### config.mk
export PLATFORM = sky130hd
export DESIGN_NAME = crc32_word_msb_first_core_flat
export DESIGN_NICKNAME = d
export VERILOG_FILES = /design/src/sv/crc32w_pkg.sv /design/src/sv/crc32w_req_if.sv /design/src/sv/crc32w_rsp_if.sv /design/src/sv/crc32w_fold.sv /design/src/sv/crc32_word_msb_first_core.sv /design/src/flat_wrapper.sv
export VERILOG_INCLUDE_DIRS = /design/src /design/src/sv
export SDC_FILE = /design/constraint.sdc
export NUM_CORES = 1
export LEC_CHECK = 0
export ABC_CLOCK_PERIOD_IN_PS = 2750
export BUFFER_PORTS_ARGS = -buffer_cell sky130_fd_sc_hd__buf_4
export CAP_MARGIN = 20
export CORE_MARGIN = 2
export CORE_UTILIZATION = 55
export CTS_BUF_LIST = sky130_fd_sc_hd__clkbuf_8
export DETAILED_ROUTE_END_ITERATION = 8
export PLACE_DENSITY = 0.88
export SLEW_MARGIN = 20
export SYNTH_ARGS = -nofsm -noshare
export SYNTH_HDL_FRONTEND = slang
export SYNTH_SLANG_ARGS = --single-unit
### constraint.sdc
create_clock -name clk -period 2.75 [get_ports clk]
set_input_delay 0.4125 -clock clk [delete_from_list [all_inputs] [get_ports clk]]
set_output_delay 0.4125 -clock clk [all_outputs]
set_load 0.05 [all_outputs]
### src/sv/crc32_word_msb_first_core_defines.svh
// Assertion macros shared by the CRC core RTL.
`ifndef CRC32_WORD_MSB_FIRST_CORE_DEFINES_SVH
`define CRC32_WORD_MSB_FIRST_CORE_DEFINES_SVH

// Checked only outside reset.
`define CRC32W_ASSERT(lbl, prop, msg) \
	lbl: assert property (@(posedge clk) disable iff (!arst_n) prop) else $error(msg);

// Checked on every edge, reset included.
`define CRC32W_ASSERT_ALWAYS(lbl, prop, msg) \
	lbl: assert property (@(posedge clk) prop) else $error(msg);

`endif

### src/sv/crc32w_pkg.sv
package crc32w_pkg;

	localparam int CRC_W      = 32;
	localparam int BYTE_W     = 8;
	localparam int WORD_BYTES = CRC_W / BYTE_W;
	localparam int NB_W       = 3;

	localparam logic [CRC_W-1:0] CRC_POLY = 32'h04C1_1DB7;

	typedef logic [CRC_W-1:0] fold_tbl_t [CRC_W];

	// Bit-serial MSB-first division of one word; used only to build the table below.
	function automatic logic [CRC_W-1:0] shift_word(input logic [CRC_W-1:0] v);
		logic [CRC_W-1:0] r;
		r = v;
		for (int n = 0; n < CRC_W; n++) begin
			if (r[CRC_W-1]) begin
				r = (r << 1) ^ CRC_POLY;
			end else begin
				r = r << 1;
			end
		end
		return r;
	endfunction

	function automatic fold_tbl_t build_fold_tbl();
		fold_tbl_t t;
		for (int i = 0; i < CRC_W; i++) begin
			t[i] = shift_word(CRC_W'(1) << i);
		end
		return t;
	endfunction

	// Column i: contribution of input bit i after 32 shifts (the update is linear).
	localparam fold_tbl_t FOLD_TBL = build_fold_tbl();

	// One-level XOR network: each set bit selects its constant column.
	function automatic logic [CRC_W-1:0] fold_word(input logic [CRC_W-1:0] x);
		logic [CRC_W-1:0] acc;
		acc = '0;
		for (int i = 0; i < CRC_W; i++) begin
			if (x[i]) begin
				acc = acc ^ FOLD_TBL[i];
			end
		end
		return acc;
	endfunction

endpackage

### src/sv/crc32w_req_if.sv
interface crc32w_req_if;
	logic                              valid;
	logic                              ready;
	logic [crc32w_pkg::CRC_W-1:0]      data_word;
	logic [crc32w_pkg::NB_W-1:0]       valid_bytes;
	logic                              first;
	logic [crc32w_pkg::CRC_W-1:0]      seed;

	modport source (output valid, output data_word, output valid_bytes, output first,
		output seed, input ready);
	modport sink (input valid, input data_word, input valid_bytes, input first,
		input seed, output ready);
endinterface

### src/sv/crc32w_rsp_if.sv
interface crc32w_rsp_if;
	logic                              valid;
	logic                              ready;
	logic [crc32w_pkg::CRC_W-1:0]      crc_value;

	modport source (output valid, output crc_value, input ready);
	modport sink (input valid, input crc_value, output ready);
endinterface

### src/sv/crc32w_fold.sv
// Masks the unused upper bytes and folds the word into the base CRC.
module crc32w_fold (
	input  logic [crc32w_pkg::CRC_W-1:0] base,
	input  logic [crc32w_pkg::CRC_W-1:0] data_word,
	input  logic [crc32w_pkg::NB_W-1:0]  valid_bytes,
	output logic [crc32w_pkg::CRC_W-1:0] crc
);

	logic [crc32w_pkg::CRC_W-1:0] masked;

	always_comb begin
		for (int k = 0; k < crc32w_pkg::WORD_BYTES; k++) begin
			// counts above four saturate naturally: every byte stays enabled
			masked[k*crc32w_pkg::BYTE_W +: crc32w_pkg::BYTE_W] =
				(valid_bytes > crc32w_pkg::NB_W'(k)) ?
				data_word[k*crc32w_pkg::BYTE_W +: crc32w_pkg::BYTE_W] : '0;
		end
		if (valid_bytes == '0) begin
			crc = base;
		end else begin
			crc = crc32w_pkg::fold_word(base ^ masked);
		end
	end

endmodule

### src/sv/crc32_word_msb_first_core.sv
// An accepted item is registered in stage one, then in the result register that drives rsp.
// Throughput: one item per cycle while rsp is not stalled; the full 32-bit MSB-first CRC update
// is one XOR network. The rate is set by the loop through the running CRC register.
// Reset (arst_n low, asynchronous): both stages empty, running CRC cleared to zero.
`include "crc32_word_msb_first_core_defines.svh"

module crc32_word_msb_first_core (
	input  logic              clk,
	input  logic              arst_n,
	crc32w_req_if.sink        req,
	crc32w_rsp_if.source      rsp
);

	// Stage one: registered copy of the accepted item.
	logic                              valid_s1;
	logic [crc32w_pkg::CRC_W-1:0]      data_word_s1;
	logic [crc32w_pkg::NB_W-1:0]       valid_bytes_s1;
	logic                              first_s1;
	logic [crc32w_pkg::CRC_W-1:0]      seed_s1;

	// Result register. crc_q doubles as the running CRC: each item's result is
	// exactly the state the next item starts from, unless that item has first set.
	logic                              out_valid_q;
	logic [crc32w_pkg::CRC_W-1:0]      crc_q;

	logic                              accept;
	logic                              advance;
	logic [crc32w_pkg::CRC_W-1:0]      base;
	logic [crc32w_pkg::CRC_W-1:0]      crc_next;

	// Stage one moves into the result register when that register is
	// empty or its item is being taken this cycle.
	assign advance = valid_s1 && (!out_valid_q || rsp.ready);
	// Stage one takes a new item while its current one leaves, so a
	// stalled result does not block input until stage one is also full.
	assign req.ready = !valid_s1 || advance;
	assign accept = req.valid && req.ready;

	// The first item of a run starts from the seed instead of the stored CRC.
	assign base = first_s1 ? seed_s1 : crc_q;

	crc32w_fold u_fold (
		.base        (base),
		.data_word   (data_word_s1),
		.valid_bytes (valid_bytes_s1),
		.crc         (crc_next)
	);

	always_ff @(posedge clk or negedge arst_n) begin
		if (!arst_n) begin
			valid_s1    <= 1'b0;
			out_valid_q <= 1'b0;
			crc_q       <= '0;
		end else begin
			if (accept) begin
				valid_s1 <= 1'b1;
			end else if (advance) begin
				valid_s1 <= 1'b0;
			end
			if (advance) begin
				out_valid_q <= 1'b1;
				crc_q       <= crc_next;
			end else if (rsp.ready) begin
				out_valid_q <= 1'b0;
			end
		end
	end

	// Item payload needs no reset; it is qualified by valid_s1.
	always_ff @(posedge clk) begin
		if (accept) begin
			data_word_s1   <= req.data_word;
			valid_bytes_s1 <= req.valid_bytes;
			first_s1       <= req.first;
			seed_s1        <= req.seed;
		end
	end

	assign rsp.valid     = out_valid_q;
	assign rsp.crc_value = crc_q;

	`CRC32W_ASSERT(a_advance_fills_out, advance |=> out_valid_q,
		"result register not loaded on advance")
	`CRC32W_ASSERT(a_stall_only_when_full,
		!req.ready |-> (valid_s1 && out_valid_q && !rsp.ready),
		"input stalled while a stage is free")
	`CRC32W_ASSERT(a_hold_s1, (valid_s1 && !advance) |=> valid_s1,
		"stage one item dropped")
	`CRC32W_ASSERT(a_seed_passthru,
		(advance && first_s1 && valid_bytes_s1 == '0) |=> (crc_q == $past(seed_s1)),
		"seed not passed on empty first word")
	`CRC32W_ASSERT_ALWAYS(a_reset_empty, !arst_n |-> (!valid_s1 && !out_valid_q),
		"stages not empty in reset")

endmodule

### src/flat_wrapper.sv
// flat-port wrapper written by rule: the top's interface ports become plain ports
module crc32_word_msb_first_core_flat 
  (clk, arst_n, req_valid, req_data_word, req_valid_bytes, req_first, req_seed, req_ready, rsp_valid, rsp_crc_value, rsp_ready);
  crc32w_req_if req_i ();
  crc32w_rsp_if rsp_i ();
  input  logic clk;
  input  logic arst_n;
  input wire logic [$bits(req_i.valid)-1:0] req_valid;
  input wire logic [$bits(req_i.data_word)-1:0] req_data_word;
  input wire logic [$bits(req_i.valid_bytes)-1:0] req_valid_bytes;
  input wire logic [$bits(req_i.first)-1:0] req_first;
  input wire logic [$bits(req_i.seed)-1:0] req_seed;
  output wire logic [$bits(req_i.ready)-1:0] req_ready;
  output wire logic [$bits(rsp_i.valid)-1:0] rsp_valid;
  output wire logic [$bits(rsp_i.crc_value)-1:0] rsp_crc_value;
  input wire logic [$bits(rsp_i.ready)-1:0] rsp_ready;
  assign req_i.valid = req_valid;
  assign req_i.data_word = req_data_word;
  assign req_i.valid_bytes = req_valid_bytes;
  assign req_i.first = req_first;
  assign req_i.seed = req_seed;
  assign req_ready = req_i.ready;
  assign rsp_valid = rsp_i.valid;
  assign rsp_crc_value = rsp_i.crc_value;
  assign rsp_i.ready = rsp_ready;
  crc32_word_msb_first_core u_core (.clk(clk), .arst_n(arst_n), .req(req_i), .rsp(rsp_i));
endmodule
==> results of run 1 <==
## layer usage
layer | routed length [um] | vias up | GRT usage
li1 | - | 2598 | -
met1 | 10400 | 2936 | 0.455
met2 | 12200 | 301 | 0.566
met3 | 1890 | 39 | 0.0609
met4 | 680 | 0 | 0.0984
met5 | 0 | - | 0
## worst reg2reg max path, stage by stage (launching register included)
cell	delay, ns
edfxtp_1	0.40
buf_12	0.17
buf_16	0.18
mux2i_4	0.33
xor2_4	0.21
buf_6	0.16
xnor3_1	0.22
xnor3_1	0.45
nand2b_4	0.17
mux2_2	0.30
o211ai_1	0.09
## state kept, by name, indices dropped and copies added (netlist names)
| signal | flops |
|---|---|
| u_core.data_word_s1 | 32 |
| u_core.rsp.crc_value | 32 |
| u_core.seed_s1 | 32 |
| u_core.valid_bytes_s1 | 3 |
| u_core.first_s1 | 1 |
| u_core.rsp.valid | 1 |
| u_core.valid_s1 | 1 |
## final timing paths
| kind | from | to | slack [ns] | depth (start not counted) |
|---|---|---|---|---|
| min | req_seed[23] | u_core.seed_s1[23] | 0.17 | 1 |
| max reg2reg | u_core.first_s1 | u_core.rsp.crc_value[7] | 0.0002 | 10 |
| max in group asynchronous | arst_n | u_core.rsp.crc_value[4] | 1.82 | 2 |
| min reg2reg | u_core.rsp.crc_value[23] | u_core.rsp.crc_value[23] | 0.56 | 2 |
| min in group asynchronous | arst_n | u_core.rsp.crc_value[18] | 0.53 | 2 |
| max | u_core.first_s1 | u_core.rsp.crc_value[7] | 0.0002 | 10 |
## cell type report
type,count,area share
multi-input combinational,478,0.478
sequential,102,0.276
tap,180,0.0215
clock buffer,9,0.0118
clock inverter,7,0.00609
timing repair buffer,266,0.207
## layout by cell type, fill, tap and decap left out, drive strengths merged, types with 13 or more instances in the layout
| master | count |
|---|---|
| buf | 264 |
| xnor2 | 180 |
| edfxtp | 68 |
| xor2 | 58 |
| mux2i | 47 |
| xnor3 | 39 |
| dfrtp | 34 |
| nand2 | 30 |
| o21ai | 28 |
| nor2 | 24 |
| a21oi | 13 |
## cells by family (layout without fill, tap and decap cells)
family,after synthesis,count (layout),synth area share
XOR/XNOR,282,282,0.432
buffers and inverters,25,282,0.0197
flip-flops,102,102,0.377
AND/OR/NAND/NOR,70,70,0.0401
multiplexers,49,49,0.0684
AO/OA/AOI/OAI,77,77,0.0627
## what timing repair did
| action | 4_1_cts | 5_1_grt |
|---|---|---|
| resized for setup | 13 | 68 |
| pin swaps | 6 | 22 |
| gates cloned | 0 | 2 |
| setup buffers | 3 | 12 |
| setup endpoints to repair | 12 | 32 |
| hold endpoints to repair | 22 | 0 |
| hold buffers | 1 | 0 |
## per-stage QoR
stage               worst slack [ns]  setup TNS, ns   util  instance area, um2  hold slack (ns)
floorplan                     0.0397              0      -                7680            0.117
global placement              -0.200         -0.365  0.705                9710            0.422
detailed placement            -0.218         -0.466  0.705                9710            0.432
CTS                          -0.0171        -0.0271  0.727               10000            0.154
global route                 -0.0705         -0.390  0.761               10500            0.154
finish                      0.000177              0  0.761               10500            0.166
==> qor.csv, run 1 <==
stage,metric,value,unit
run_status,status,"complete, no violations",
final_layout,ant diodes,0,
floorplanning,Die Height,122,um
critical_path,CP endpoint kind,register,
grt,first-pass GRT wire length,35900,um
clock_network,Sink Count,102,
detailed_routing,vias,5874,
final_layout,Register Area,2890,um2
yosys,Post-synth EDFFs,68,
floorplanning,die area,14900,um2
sta,final setup vio count,0,
sta,Max Slew Vio Count,0,
grt,initial antenna violation count,0,
clock_network,root buf cell,clkbuf_8,
clock_network,"Reg clk slew, reported paths",0.12,ns
grt,number of global-route vias before repair,5857,
yosys,asr flop ratio synth,0.333,
grt,gr usage total,0.339,
critical_path,Crit path top cell by count,xnor3_1,
yosys,Synth area leader,edfxtp_1,
yosys,post-synth top area share,0.266,
clock_network,Clock Latency Late Sink,0.41,ns
sta,Layout Skew,0.0167,ns
sta,Slew @ Worst Pin,0.618,ns
floorplanning,row count,43,
worst_hold_path,Hold WC Path Type,in2reg,
clock_network,H-Tree Level Count,3,
critical_path,"Worst Path Class, Setup",reg2reg,
grt,largest net degree at the start of global routing,69,
detailed_routing,Initial DRT Pass Iterations,4,
detailed_routing,DR vias/cell,5.64,
sta,fmax,364,MHz
critical_path,data required time at the worst endpoint,3.08,ns
critical_path,slowest cell on the critical path,xnor3_1,
clock_network,CTS tree,built,
sta,Slew headroom,0.586,
sta,minimum clock period,2.75,ns
sta,final hold viol count,0,
yosys,Yosys reg bits,102,
detailed_routing,Iter 0 DRT Violations,462,
yosys,most common cell in the netlist,xnor2_1,
floorplanning,die width,122,um
critical_path,CP Launch Type,register,
sta,RSZ-0062 raised after global routing,yes,
critical_path,crit path buf inv count,3,
yosys,cell area after synthesis,7680,um2
detailed_routing,Post-Route WL,25100,um
critical_path,worst-path cell chain,buf_12 > buf_16 > mux2i_4 > xor2_4 > buf_6 > xnor3_1 > xnor3_1 > nand2b_4 > mux2_2 > o211ai_1,
yosys,Mapped Avg Cell Area,12.7,um2
yosys,"Distinct cells, synth",42,
yosys,most frequent cells after synthesis,"158 x xnor2_1, 68 x edfxtp_1, 53 x xor2_1, 43 x mux2i_1, 38 x xnor3_1",
sta,final worst-path cycle share,1.00,
floorplanning,Ports,106,
final_layout,area delta synth->final,36.5,%
clock_network,Longest Clk Path Bufs,2,
final_layout,FILL cells,929,
critical_path,"CP delay by family, top",XOR/XNOR gates,
detailed_routing,Routed WL per cell,24.1,um
detailed_routing,antenna-violating nets left,0,
placement,GP Congestion,1.00,
critical_path,CP peak stage delay,0.45,ns
floorplanning,core area,13800,um2
placement,IO buf count,105,
yosys,Area contributors post-synth,"edfxtp_1 27%, xnor2_1 18%, xnor3_1 11%",
final_layout,multi-input logic area,5010,um2
yosys,post-synthesis sequential area ratio,0.377,
critical_path,CP arrival,3.08,ns
final_layout,layout cells sized above 1,0.427,
floorplanning,Initial Util,0.558,
yosys,Syn. warnings,0,
detailed_routing,DRC,0,
grt,GRT overflow,0,
final_layout,nets,929,
final_layout,Finished Layout Cells,1042,
critical_path,crit path max fanout,14,
job,Max-Cap Viols,0,
placement,Placed Instances,1008,
clock_network,total CTS buffers,9,
placement,post-DP HPWL,19000,um
yosys,syn nets,677,
yosys,cell count after synthesis,605,
yosys,ys flop type,edfxtp_1,
Power of run 1 is not shown: default switching activity piles up to over one toggle a cycle in this logic, so the estimate is an artifact.
==> run 2: changes to the inputs <==
--- a/config.mk
+++ b/config.mk
@@ -13,6 +13,7 @@
 export CORE_UTILIZATION = 55
 export CTS_BUF_LIST = sky130_fd_sc_hd__clkbuf_8
 export DETAILED_ROUTE_END_ITERATION = 8
+export MAX_ROUTING_LAYER = met4
 export PLACE_DENSITY = 0.88
 export SLEW_MARGIN = 20
 export SYNTH_ARGS = -nofsm -noshare
==> qor.csv, run 2 (synthesis gave the netlist of run 1 again) <==
stage,metric,value,unit
worst_hold_path,min-delay src,req_seed[5],
sta,final hold viol count,0,
placement,GP Congestion,1.01,
critical_path,CP arrival,3.14,ns
grt,largest net degree at the start of global routing,69,
run_status,failing checks,setup timing,
sta,Slew headroom,0.564,
placement,post-DP HPWL,19400,um
sta,Final WS setup,-0.103,ns
critical_path,critical path startpoint,u_core.first_s1,
clock_network,"Reg clk slew, reported paths",0.12,ns
critical_path,data required time at the worst endpoint,3.04,ns
sta,final worst-path cycle share,1.04,
worst_hold_path,Hold WC Path Type,in2reg,
detailed_routing,Post-Route WL,26300,um
floorplanning,die width,122,um
sta,Max Slew Vio Count,0,
detailed_routing,Iter 0 DRT Violations,511,
clock_network,Sink Count,102,
critical_path,"Worst Path Class, Setup",reg2reg,
detailed_routing,DRC,0,
sta,Slew @ Worst Pin,0.652,ns
clock_network,H-Tree Level Count,3,
detailed_routing,Initial DRT Pass Iterations,5,
run_status,status,finished with violations,
sta,final setup vio count,6,
critical_path,crit path max fanout,9,
job,Max-Cap Viols,0,
grt,first-pass GRT wire length,37100,um
worst_hold_path,Worst Hold End,u_core.seed_s1[5],
sta,RSZ-0062 raised after global routing,yes,
critical_path,RR Startpoint,u_core.first_s1,
floorplanning,core area,13800,um2
grt,GRT overflow,0,
grt,met1 Usage GRT,0.472,
final_layout,area delta synth->final,39.8,%
detailed_routing,antenna-violating nets left,0,
grt,initial antenna violation count,0,
detailed_routing,Routed WL per cell,24.8,um
clock_network,CTS tree,built,
floorplanning,Initial Util,0.558,
sta,minimum clock period,2.85,ns
final_layout,most frequent cells in the layout,"274 x buf_4, 138 x xnor2_1, 68 x edfxtp_1",
final_layout,Finished Layout Cells,1062,
placement,IO buf count,105,
clock_network,Longest Clk Path Bufs,2,
grt,gr usage total,0.362,
clock_network,root buf cell,clkbuf_8,
grt,number of global-route vias before repair,6011,
detailed_routing,DR vias/cell,5.63,
critical_path,"setup slack, reg-to-reg",-0.10,ns
critical_path,Reg-to-Reg End,u_core.rsp.crc_value[4],
floorplanning,row count,43,
final_layout,ant diodes,0,
sta,Fin Hold WS,0.169,ns
placement,Placed Instances,1011,
grt,busiest layer in global routing,met2,
worst_hold_path,Worst Hold Depth,1,
sta,Layout Skew,0.0198,ns
final_layout,utilization after layout,0.780,
floorplanning,die area,14900,um2
critical_path,CP endpoint kind,register,
final_layout,layout cells sized above 1,0.455,
grt,GR Util met2,0.591,
floorplanning,Ports,106,
critical_path,R2R cell count,11,
clock_network,Clock Latency Late Sink,0.41,ns
clock_network,total CTS buffers,9,
final_layout,"most common cell after layout, fill and taps aside",buf_4,
floorplanning,Die Height,122,um
detailed_routing,vias,5977,
final_layout,nets,949,
grt,met3 usage,0.0548,
sta,fmax,350,MHz
critical_path,CP Launch Type,register,
sta,Total Neg Setup Slack,-0.293,ns
-- run 2: stage by stage --
stage | setup slack, ns | cell area (um2)
after global routing | -0.164 | 10700
after CTS | -0.0378 | 10100
final | -0.103 | 10700
after detailed placement | -0.249 | 9690
after global placement | -0.315 | 9690
after floorplan | 0.0397 | 7680
-- run 2: worst max-delay path, stage by stage, from the launching register on --
cell and delay (ns):
edfxtp_1 0.45, buf_4 0.17, clkbuf_16 0.17, mux2i_1 0.13
buf_4 0.16, xnor2_4 0.18, buf_6 0.14, xnor3_2 0.50
xnor3_1 0.31, xnor3_1 0.30, a21oi_2 0.16, o21ai_0 0.07
-- run 2: how the worst max path moves through the flow --
| stage | to | slack, ns | cells after the start |
|---|---|---|---|
| after floorplan | u_core.rsp.crc_value[4] | 0.04 | 7 |
| after global placement | u_core.rsp.crc_value[13] | -0.32 | 8 |
| after detailed placement | u_core.rsp.crc_value[13] | -0.25 | 8 |
| after CTS | u_core.rsp.crc_value[26] | -0.04 | 11 |
| after global routing | u_core.rsp.crc_value[7] | -0.16 | 9 |
| final | u_core.rsp.crc_value[4] | -0.10 | 11 |
-- run 2: routing by layer --
metal,vias to the layer above,wire (um)
met3,64,2010
met1,2950,10500
met2,324,12900
met4,0,953
met5,-,0
li1,2639,-
-- run 2: repair_timing --
| action | in CTS | in global routing |
|---|---|---|
| pin swaps | 4 | 29 |
| endpoints found under the setup margin | 19 | 29 |
| hold buffers | 1 | 0 |
| resized for setup | 27 | 69 |
| setup buffers | 5 | 27 |
| endpoints found under the hold margin | 24 | 0 |
| gates cloned | 0 | 2 |
-- run 2: layout make-up --
class                   count  area (um2)
flip-flops and latches    102        2890
fillers                   858        3030
clock inverters             7        72.6
clock buffers               9         124
repair buffers            286        2280
well taps                 180         225
multi-input cells         478        5140
Power of run 2 is left out for the same reason.
